--- config.mk ---
export PLATFORM = sky130hd
export DESIGN_NAME = multi_slot_software_timer
export DESIGN_NICKNAME = d
export VERILOG_FILES = /design/src/hw/rtl/mss_pkg.sv /design/src/hw/rtl/mss_cell.sv /design/src/hw/rtl/mss_head.sv /design/src/hw/rtl/multi_slot_software_timer.sv
export SDC_FILE = /design/constraint.sdc
export NUM_CORES = 2
export LEC_CHECK = 0
export BUFFER_PORTS_ARGS = -buffer_cell sky130_fd_sc_hd__buf_2
export CAP_MARGIN = 25
export CORE_MARGIN = 3
export CORE_UTILIZATION = 35
export CTS_BUF_LIST = sky130_fd_sc_hd__clkbuf_16
export CTS_CLUSTER_DIAMETER = 40
export DETAILED_ROUTE_END_ITERATION = 16
export HOLD_SLACK_MARGIN = 0.05
export PLACE_DENSITY = 0.54
export SLEW_MARGIN = 20
export SYNTH_ARGS = -nofsm -noshare
export SYNTH_HDL_FRONTEND = slang
export SYNTH_HIERARCHICAL = 1
export SYNTH_SLANG_ARGS = --single-unit
--- constraint.sdc ---
create_clock -name clk -period 4.7 [get_ports clk]
set_input_delay 1.41 -clock clk [delete_from_list [all_inputs] [get_ports clk]]
set_output_delay 1.41 -clock clk [all_outputs]
set_load 0.01 [all_outputs]
--- src/hw/rtl/mss_pkg.sv ---
package mss_pkg;

	typedef enum logic [2:0] {
		OP_START_ONESHOT  = 3'd0,
		OP_START_PERIODIC = 3'd1,
		OP_STOP           = 3'd2,
		OP_RESTART        = 3'd3,
		OP_TICK           = 3'd4
	} op_t;

	localparam logic KIND_STATUS = 1'b0;
	localparam logic KIND_EXPIRY = 1'b1;

	typedef struct packed {
		logic [2:0]  op;
		logic [15:0] handle;
		logic [31:0] seconds;
	} cmd_t;

	typedef struct packed {
		logic        kind;
		logic        ok;
		logic [15:0] fired_handle;
		logic [3:0]  slot_index;
		logic        last;
	} rsp_t;

	// what the head unit found in the slot now passing through it
	typedef struct packed {
		logic match;
		logic expire;
	} head_res_t;

	typedef enum logic [1:0] {
		ST_IDLE,
		ST_WALK,
		ST_FINISH
	} state_t;

endpackage

--- src/hw/rtl/mss_cell.sv ---
module mss_cell #(
	parameter int HANDLE_BITS = 16
) (
	input  logic                   clk,
	input  logic                   arst_n,
	input  logic                   shift,
	input  logic [HANDLE_BITS-1:0] owner_d,
	input  logic [31:0]            period_d,
	input  logic [31:0]            count_d,
	input  logic                   periodic_d,
	output logic [HANDLE_BITS-1:0] owner_q,
	output logic [31:0]            period_q,
	output logic [31:0]            count_q,
	output logic                   periodic_q
);

	// one timer slot; takes its neighbor's slot on every step of a walk
	always_ff @(posedge clk or negedge arst_n) begin
		if (!arst_n) begin
			owner_q    <= '0;
			period_q   <= '0;
			count_q    <= '0;
			periodic_q <= 1'b0;
		end else if (shift) begin
			owner_q    <= owner_d;
			period_q   <= period_d;
			count_q    <= count_d;
			periodic_q <= periodic_d;
		end
	end

endmodule

--- src/hw/rtl/mss_head.sv ---
module mss_head #(
	parameter int HANDLE_BITS = 16
) (
	input  logic [2:0]             op,
	input  logic [HANDLE_BITS-1:0] hnd,
	input  logic [31:0]            secs,
	input  logic                   found,
	input  logic [HANDLE_BITS-1:0] owner_i,
	input  logic [31:0]            period_i,
	input  logic [31:0]            count_i,
	input  logic                   periodic_i,
	output logic [HANDLE_BITS-1:0] owner_o,
	output logic [31:0]            period_o,
	output logic [31:0]            count_o,
	output logic                   periodic_o,
	output mss_pkg::head_res_t     res
);

	logic [31:0] count_dec;

	assign count_dec = count_i - 32'd1;

	always_comb begin
		owner_o    = owner_i;
		period_o   = period_i;
		count_o    = count_i;
		periodic_o = periodic_i;
		res        = '0;
		case (op)
			mss_pkg::OP_START_ONESHOT, mss_pkg::OP_START_PERIODIC: begin
				if (!found && owner_i == '0) begin
					res.match  = 1'b1;
					owner_o    = hnd;
					period_o   = secs;
					count_o    = secs;
					periodic_o = (op == mss_pkg::OP_START_PERIODIC);
				end
			end
			mss_pkg::OP_STOP: begin
				if (!found && owner_i == hnd) begin
					res.match = 1'b1;
					owner_o   = '0;
					count_o   = '0;
				end
			end
			mss_pkg::OP_RESTART: begin
				if (!found && owner_i == hnd) begin
					res.match = 1'b1;
					count_o   = period_i;
				end
			end
			mss_pkg::OP_TICK: begin
				if (count_i != '0) begin
					count_o = count_dec;
					if (count_dec == '0) begin
						res.expire = 1'b1;
						if (periodic_i) begin
							count_o = period_i;
						end else begin
							owner_o = '0;
						end
					end
				end
			end
			default: begin
			end
		endcase
	end

endmodule

--- src/hw/rtl/multi_slot_software_timer.sv ---
// Timer bank of NUM_SLOTS countdown slots held in a ring of cells. Every command or tick walks
// the ring once, one slot per cycle through a single head unit unless the walk stalls; an item
// passes through the accepting cycle, the walk, and a step to post its last result before the
// next transfer on cmd. The walk stalls on a second expiry, and the last result waits, whenever
// rsp_ready held low keeps a waiting result in the output register, be it an earlier expiry of
// a tick or the final result of an item. cmd_ready is high only between items.
// A tick gives one result per expired slot in ascending slot order, or one empty result; a
// command gives one status result.
module multi_slot_software_timer #(
	parameter int NUM_SLOTS   = 10,
	parameter int HANDLE_BITS = 16
) (
	input  logic          clk,
	input  logic          arst_n,
	input  logic          cmd_valid,
	output logic          cmd_ready,
	input  mss_pkg::cmd_t cmd,
	output logic          rsp_valid,
	input  logic          rsp_ready,
	output mss_pkg::rsp_t rsp
);

	localparam int IW = (NUM_SLOTS > 1) ? $clog2(NUM_SLOTS) : 1;

	logic [HANDLE_BITS-1:0] own_q [NUM_SLOTS];
	logic [31:0]            per_q [NUM_SLOTS];
	logic [31:0]            cnt_q [NUM_SLOTS];
	logic                   prd_q [NUM_SLOTS];

	logic [HANDLE_BITS-1:0] own_n;
	logic [31:0]            per_n;
	logic [31:0]            cnt_n;
	logic                   prd_n;
	mss_pkg::head_res_t     hres;

	mss_pkg::state_t state_q, state_d;
	mss_pkg::cmd_t   cmd_q;
	logic [IW-1:0]   step_q;
	logic            found_q;
	logic [3:0]      found_idx_q;
	logic            pend_valid_q;
	logic [15:0]     pend_handle_q;
	logic [3:0]      pend_idx_q;
	mss_pkg::rsp_t   rsp_q;
	logic            rsp_valid_q;

	logic        shift;
	logic        out_free;
	logic        push_pend;
	logic        post_final;
	logic [31:0] hnd32;
	logic [31:0] own32;
	logic [31:0] step32;
	logic [HANDLE_BITS-1:0] hnd_m;
	logic [15:0] fire_h;
	logic [3:0]  step4;

	assign hnd32  = 32'(cmd_q.handle);
	assign hnd_m  = hnd32[HANDLE_BITS-1:0];
	assign own32  = 32'(own_q[0]);
	assign fire_h = own32[15:0];
	assign step32 = 32'(step_q);
	assign step4  = step32[3:0];

	assign out_free = !rsp_valid_q || rsp_ready;

	mss_head #(.HANDLE_BITS(HANDLE_BITS)) u_head (
		.op         (cmd_q.op),
		.hnd        (hnd_m),
		.secs       (cmd_q.seconds),
		.found      (found_q),
		.owner_i    (own_q[0]),
		.period_i   (per_q[0]),
		.count_i    (cnt_q[0]),
		.periodic_i (prd_q[0]),
		.owner_o    (own_n),
		.period_o   (per_n),
		.count_o    (cnt_n),
		.periodic_o (prd_n),
		.res        (hres)
	);

	for (genvar i = 0; i < NUM_SLOTS; i++) begin : g_cell
		if (i == NUM_SLOTS - 1) begin : g_tail
			mss_cell #(.HANDLE_BITS(HANDLE_BITS)) u_cell (
				.clk        (clk),
				.arst_n     (arst_n),
				.shift      (shift),
				.owner_d    (own_n),
				.period_d   (per_n),
				.count_d    (cnt_n),
				.periodic_d (prd_n),
				.owner_q    (own_q[i]),
				.period_q   (per_q[i]),
				.count_q    (cnt_q[i]),
				.periodic_q (prd_q[i])
			);
		end else begin : g_mid
			mss_cell #(.HANDLE_BITS(HANDLE_BITS)) u_cell (
				.clk        (clk),
				.arst_n     (arst_n),
				.shift      (shift),
				.owner_d    (own_q[i+1]),
				.period_d   (per_q[i+1]),
				.count_d    (cnt_q[i+1]),
				.periodic_d (prd_q[i+1]),
				.owner_q    (own_q[i]),
				.period_q   (per_q[i]),
				.count_q    (cnt_q[i]),
				.periodic_q (prd_q[i])
			);
		end
	end

	always_ff @(posedge clk or negedge arst_n) begin
		if (!arst_n) begin
			state_q <= mss_pkg::ST_IDLE;
		end else begin
			state_q <= state_d;
		end
	end

	always_comb begin
		state_d    = state_q;
		cmd_ready  = 1'b0;
		shift      = 1'b0;
		push_pend  = 1'b0;
		post_final = 1'b0;
		case (state_q)
			mss_pkg::ST_IDLE: begin
				cmd_ready = 1'b1;
				if (cmd_valid) begin
					state_d = mss_pkg::ST_WALK;
				end
			end
			mss_pkg::ST_WALK: begin
				// a second expiry needs the output register to take the pending one
				if (!(hres.expire && pend_valid_q && !out_free)) begin
					shift     = 1'b1;
					push_pend = hres.expire;
					if (step_q == IW'(NUM_SLOTS - 1)) begin
						state_d = mss_pkg::ST_FINISH;
					end
				end
			end
			mss_pkg::ST_FINISH: begin
				if (out_free) begin
					post_final = 1'b1;
					state_d    = mss_pkg::ST_IDLE;
				end
			end
			default: begin
				state_d = mss_pkg::ST_IDLE;
			end
		endcase
	end

	always_ff @(posedge clk or negedge arst_n) begin
		if (!arst_n) begin
			step_q       <= '0;
			found_q      <= 1'b0;
			pend_valid_q <= 1'b0;
			rsp_valid_q  <= 1'b0;
		end else begin
			if (cmd_valid && cmd_ready) begin
				step_q       <= '0;
				found_q      <= 1'b0;
				pend_valid_q <= 1'b0;
			end else if (shift) begin
				step_q <= step_q + IW'(1);
				if (hres.match) begin
					found_q <= 1'b1;
				end
				if (push_pend) begin
					pend_valid_q <= 1'b1;
				end
			end
			if (post_final || (push_pend && pend_valid_q)) begin
				rsp_valid_q <= 1'b1;
			end else if (rsp_ready) begin
				rsp_valid_q <= 1'b0;
			end
		end
	end

	always_ff @(posedge clk) begin
		if (cmd_valid && cmd_ready) begin
			cmd_q <= cmd;
		end
		if (shift && hres.match) begin
			found_idx_q <= step4;
		end
		if (push_pend) begin
			pend_handle_q <= fire_h;
			pend_idx_q    <= step4;
		end
		if (push_pend && pend_valid_q) begin
			rsp_q.kind         <= mss_pkg::KIND_EXPIRY;
			rsp_q.ok           <= 1'b1;
			rsp_q.fired_handle <= pend_handle_q;
			rsp_q.slot_index   <= pend_idx_q;
			rsp_q.last         <= 1'b0;
		end else if (post_final) begin
			rsp_q.last <= 1'b1;
			if (cmd_q.op == mss_pkg::OP_TICK) begin
				rsp_q.kind         <= mss_pkg::KIND_EXPIRY;
				rsp_q.ok           <= pend_valid_q;
				rsp_q.fired_handle <= pend_valid_q ? pend_handle_q : 16'd0;
				rsp_q.slot_index   <= pend_valid_q ? pend_idx_q : 4'd0;
			end else begin
				rsp_q.kind         <= mss_pkg::KIND_STATUS;
				rsp_q.ok           <= found_q;
				rsp_q.fired_handle <= 16'd0;
				rsp_q.slot_index   <= found_q ? found_idx_q : 4'd0;
			end
		end
	end

	assign rsp_valid = rsp_valid_q;
	assign rsp       = rsp_q;

endmodule

Yosys cells after proc, flatten, opt, wreduce, memory -nomap -nowiden
Index checks and enable logic that the tools add are counted.

Input bits: 55. RAM bits: 0. Latch bits: 0. Memories kept: 0. Output and inout port bits: 25. Memory bits (read-only): 0. Register bits after elaboration: 917. Logic and storage cells: 148.

Bitwise operators: 0. Divide/modulo/power cells: 0. Multiplexer cells: 51. Reductions and logical operators: 27. Order comparisons: 0. Shift-type cells: 0. Multipliers: 0. $add $sub $neg: 2. Equal/unequal tests: 12.

Operators by type and width (number): $mux W32 (8); $pmux W32 S4 (1); $mux W16 (6); $pmux W16 S3 (1); $mux W21 (2); $logic_not A32 Y1 (1); $reduce_bool A32 Y1 (1); $sub A32 B1 Y32 const B (1); $mux W1 (22); $mux W22 (1); $eq A16 B16 Y1 (1); $logic_not A16 Y1 (1); $mux W4 (4); $reduce_bool A2 Y1 (5); $mux W2 (4); $ne A2 B2 Y1 const B (4); $logic_and A1 B1 Y1 (7); $eq A3 B2 Y1 const B (2); $pmux W2 S3 (1); $add A4 B1 Y4 const B (1); $eq A4 B4 Y1 const B (1); $reduce_and A2 Y1 (2); $reduce_and A4 Y1 (1); $reduce_or A2 Y1 (2); 9 further kinds (12).

Longest topological paths before layout
Depth in word-level cells: 12. Mapped depth: 15. Gate-level depth less buffers: 12.

By module
Netlist, hierarchy kept.

Modules (own cells, without submodules): mss_cell (seq. area each 2026.9 µm², area an instance 3410.8 µm², cells an instance 171, instances 10); multi_slot_software_timer (seq. area each 3138.0 µm², area an instance 3642.2 µm², cells an instance 177, instances 1); mss_head (seq. area each 0.0 µm², area an instance 2765.2 µm², cells an instance 484, instances 1).

Least setup slack after synthesis
Ideal clock, no wire load.

Path type: reg2reg. Start point: register g_cell[0].g_mid.u_cell.count_q[13]. End point: register g_cell[0].g_mid.u_cell.count_q[0]. Library setup time: 0.125 ns. Clock period less this slack: 4.865 ns. Slack: -0.165 ns. Arrival time: 4.740 ns. Buffers on the path: 5. Required time: 4.575 ns. Stages on the path, launching flop included: 15. Path through: dfrtp_1 > buf_6 > or4_4 > or4_4 > buf_6 > or2_2 > clkbuf_1 > xnor2_1 > or4b_4 > or4_2 > nor2_1 > a31oi_4 > buf_6 > buf_12 > mux2_4.

RTL lines: from (decl) (RTL line mss_cell.sv:13) `output logic [31:0] count_q,`; from (signal assigned) (RTL line mss_cell.sv:27) `count_q <= count_d;`.

==> results_dict.tcl <==
set metrics [dict create \
    grt_max_degree 116 \
    dieWidth_um 346 \
    mostFrequentLayoutCells "dfrtp_1 (819), mux2_4 (800), clkbuf_16 (120)" \
    wl_per_cell_um 18.7 \
    synth.largest_area_cell "dfrtp_1" \
    numClockSinks 917 \
    first_iter_violations 1203 \
    r2r_cells 12 \
    syn-num-nets 2430 \
    min_period_over_period 0.981 \
    critPathKind "flip-flop to flip-flop" \
    antenna_found_initial 4 \
    post_route_cells_drive_above_1_share 0.464 \
    grt_pass1_vias 21400 \
    setup_viol 0 \
    maxCapViolations 0 \
    relSlewSlack 0.427 \
    layout-area-overhead-vs-synth_pct 13.7 \
    hold_viol_final 0 \
    drcViolationCount 0 \
    cp-start-kind "flip-flop" \
    rsz0062_at_grt "false" \
    cp_max_fo 42 \
    synth-seq-cells 917 \
    gr-total-overflow 0 \
    critPathLaunch "g_cell[0].g_mid.u_cell/count_q[16]" \
    numPortBuffers 79 \
    worst_hold_path_type "flip-flop to flip-flop" \
    synth_ff_type "dfrtp_1" \
    ant_nets 0 \
    timing.hold.ws_ns 0.485 \
    grt_pass1_wl_mm 125 \
    dp_hpwl_mm 48.8 \
    synth_area_per_cell_um2 17.1 \
    cts_made_buffers 114 \
    fin_nets 2606 \
    dr.pass1.iters 5 \
    wl_mm 77.7 \
    cts-root-buf "clkbuf_16" \
    multiInputGateArea_um2 15100 \
    fp.dieH_um 346 \
    max_stage_delay_ns 0.70 \
    setup_tns_ns 0 \
    synth_edf_count 95 \
    synthTopCellsByArea "dfrtp_1 (51%), mux2_4 (30%), edfxtp_1 (7.0%)" \
    timing.final.ws_setup_ns 0.0906 \
    synthCells 2371 \
    slew_violations 0 \
    dieArea_um2 120000 \
    final.min_clock_period_ns 4.61 \
    r2r_start "g_cell[0].g_mid.u_cell/count_q[16]" \
    synthArstFlopShare 0.893 \
    critical_path.slowest_cell "or4_2" \
    end_kind "flip-flop" \
    grt_usage 0.129 \
    via_per_inst 4.68 \
    regArea_um2 23400 \
    num_vias 19500 \
    fillCellCount 10300 \
    initial_core_util 0.353 \
    yosysWarnings 6 \
    critical_path_arrival_ns 5.14 \
    power_density_nw_per_um2 705 \
    diodes 0 \
    cts_tree "done" \
    layout_commonest_cell "dfrtp_1" \
    cp.required_ns 5.23 \
    fin_skew_ns 0.0386 \
    hold_start "g_cell[8].g_mid.u_cell/period_q[12]" \
    cp_cell_sequence "or4_4, or4_4, buf_4, o31ai_4, o21ai_2, or4b_4, or4_2, nor2_4, a31oi_4, buf_12, buf_12, mux2_4" \
    clockBufferDepth 3 \
    synth.distinct_cells 75 \
    htreeDepth 3 \
    io_pins 80 \
    worst_slew_pin_slew_ns 0.860 \
    rows 124 \
    gp_congestion 0.828 \
    netlist.area_leader.share 0.506 \
    ir_worst_vdd_mv 0.332 \
    core_area_um2 115000 \
    path_clk_slew_ns 0.06 \
    outcome "completed" \
    clock.fmax_mhz 217 \
    place_ws_ns 0.0727 \
    p_leak_nw 22.9 \
    clkLatencyLatePin_ns 0.69 \
    holdPathStages 1 \
    seq_area_frac_synth 0.578 \
    synthesis.area_um2 40500 \
]
## power by group
part	internal (W)	switching (W)	total [W]	leakage, nW
Sequential	0.0107	0.00178	0.0125	11.9
Combinational	0.00681	0.00453	0.0113	9.17
Clock	0.00506	0.00353	0.00859	1.89
Total	0.0226	0.00985	0.0325	22.9
## metal layers
layer  track usage  vias up  wire length, µm
met4        0.0390        0             1690
met5             0        -                0
met2         0.194      349            34700
met1         0.186    10100            38100
met3        0.0256      123             3220
li1              -     8864                -
## Yosys cell counts, drive strengths merged (2+ instances only)
cell type / number
dfxtp: 3
a21o: 4
mux2: 810
nor2: 27
o21a: 5
nand2: 110
clkbuf: 29
a211oi: 3
a31oi: 3
a22o: 18
and3: 2
o211ai: 9
o2111ai: 4
buf: 99
dfrtp: 819
xnor2: 9
or3: 12
nor3: 17
nor2b: 2
nor4: 26
and2: 20
nand4: 10
o31a: 6
nand3: 4
or3b: 2
mux2i: 4
o211a: 2
a221oi: 4
or2: 6
inv: 29
ha: 4
nor3b: 5
o21ai: 80
o31ai: 7
edfxtp: 95
or4: 11
o41ai: 4
a221o: 4
a21oi: 27
nand2b: 8
xor2: 17
## final timing paths
path | endpoint | slack, ns
min in group asynchronous | g_cell[8].g_mid.u_cell/count_q[3] | 0.83
max in group asynchronous | g_cell[3].g_mid.u_cell/count_q[24] | 2.73
worst max-delay path | g_cell[4].g_mid.u_cell/period_q[22] | 0.09
worst min-delay path | g_cell[7].g_mid.u_cell/period_q[12] | 0.49
worst min register to register | g_cell[7].g_mid.u_cell/period_q[12] | 0.49
worst max register to register | g_cell[4].g_mid.u_cell/period_q[22] | 0.09
## flip-flops by register name, summed over array words and instances, names as in the netlist
| name | cells |
|---|---|
| pend_handle_q | 16 |
| g_cell.g_tail.u_cell/owner_q | 16 |
| g_cell.g_mid.u_cell/periodic_q | 9 |
| hnd_m | 16 |
| g_cell.g_mid.u_cell/period_q | 288 |
| pend_idx_q | 4 |
| rsp_valid | 1 |
| step4 | 4 |
| state_q | 2 |
| found_idx_q | 4 |
| pend_valid_q | 1 |
| found_q | 1 |
| g_cell.g_tail.u_cell/periodic_q | 1 |
| cmd_q | 35 |
| rsp | 23 |
| g_cell.g_mid.u_cell/count_q | 288 |
| g_cell.g_tail.u_cell/count_q | 32 |
| g_cell.g_mid.u_cell/owner_q | 144 |
| g_cell.g_tail.u_cell/period_q | 32 |
## logic make-up after synthesis
family	count (synthesis)	synth area share
adder cells (fa/ha/maj)	4	0.00124
multiplexers	814	0.300
XOR/XNOR	26	0.00562
AO/OA/AOI/OAI	185	0.0306
flip-flops	917	0.578
buffers and inverters	157	0.0494
AND/OR/NAND/NOR	268	0.0351
## per-stage QoR
stage                     area (µm²)  std cells  total power (W)  utilization
after floorplan                40500       2371           0.0224            -
after global placement         42100       3937           0.0234        0.367
after detailed placement       42100       3937           0.0238        0.367
after CTS                      45900       4152           0.0327        0.400
after global routing           46000       4158           0.0342        0.402
final                          46000       4158           0.0325        0.402
## critical path, delay by kind of cell, from the launching register on
kind / cells / cell delay (ns)
buffers and inverters: 3 / 0.63
DFF: 1 / 0.39
and+or+nand+nor: 5 / 2.51
AOI/OAI and AO/OA: 3 / 0.54
muxes: 1 / 0.33
## final cells by class
cell class / count / area share
clock buffers: 116 / 0.0630
multi-input cells: 1297 / 0.329
repair buffers: 188 / 0.0369
well taps: 1512 / 0.0411
inverters: 29 / 0.00236
clock inverters: 99 / 0.0195
flip-flops and latches: 917 / 0.508
## timing repair
action	in CTS	in global routing
gates resized for setup	0	6
hold buffers	0	0
setup buffers	0	2
setup endpoints to repair	0	669
Power figures use the tool's default switching activity.
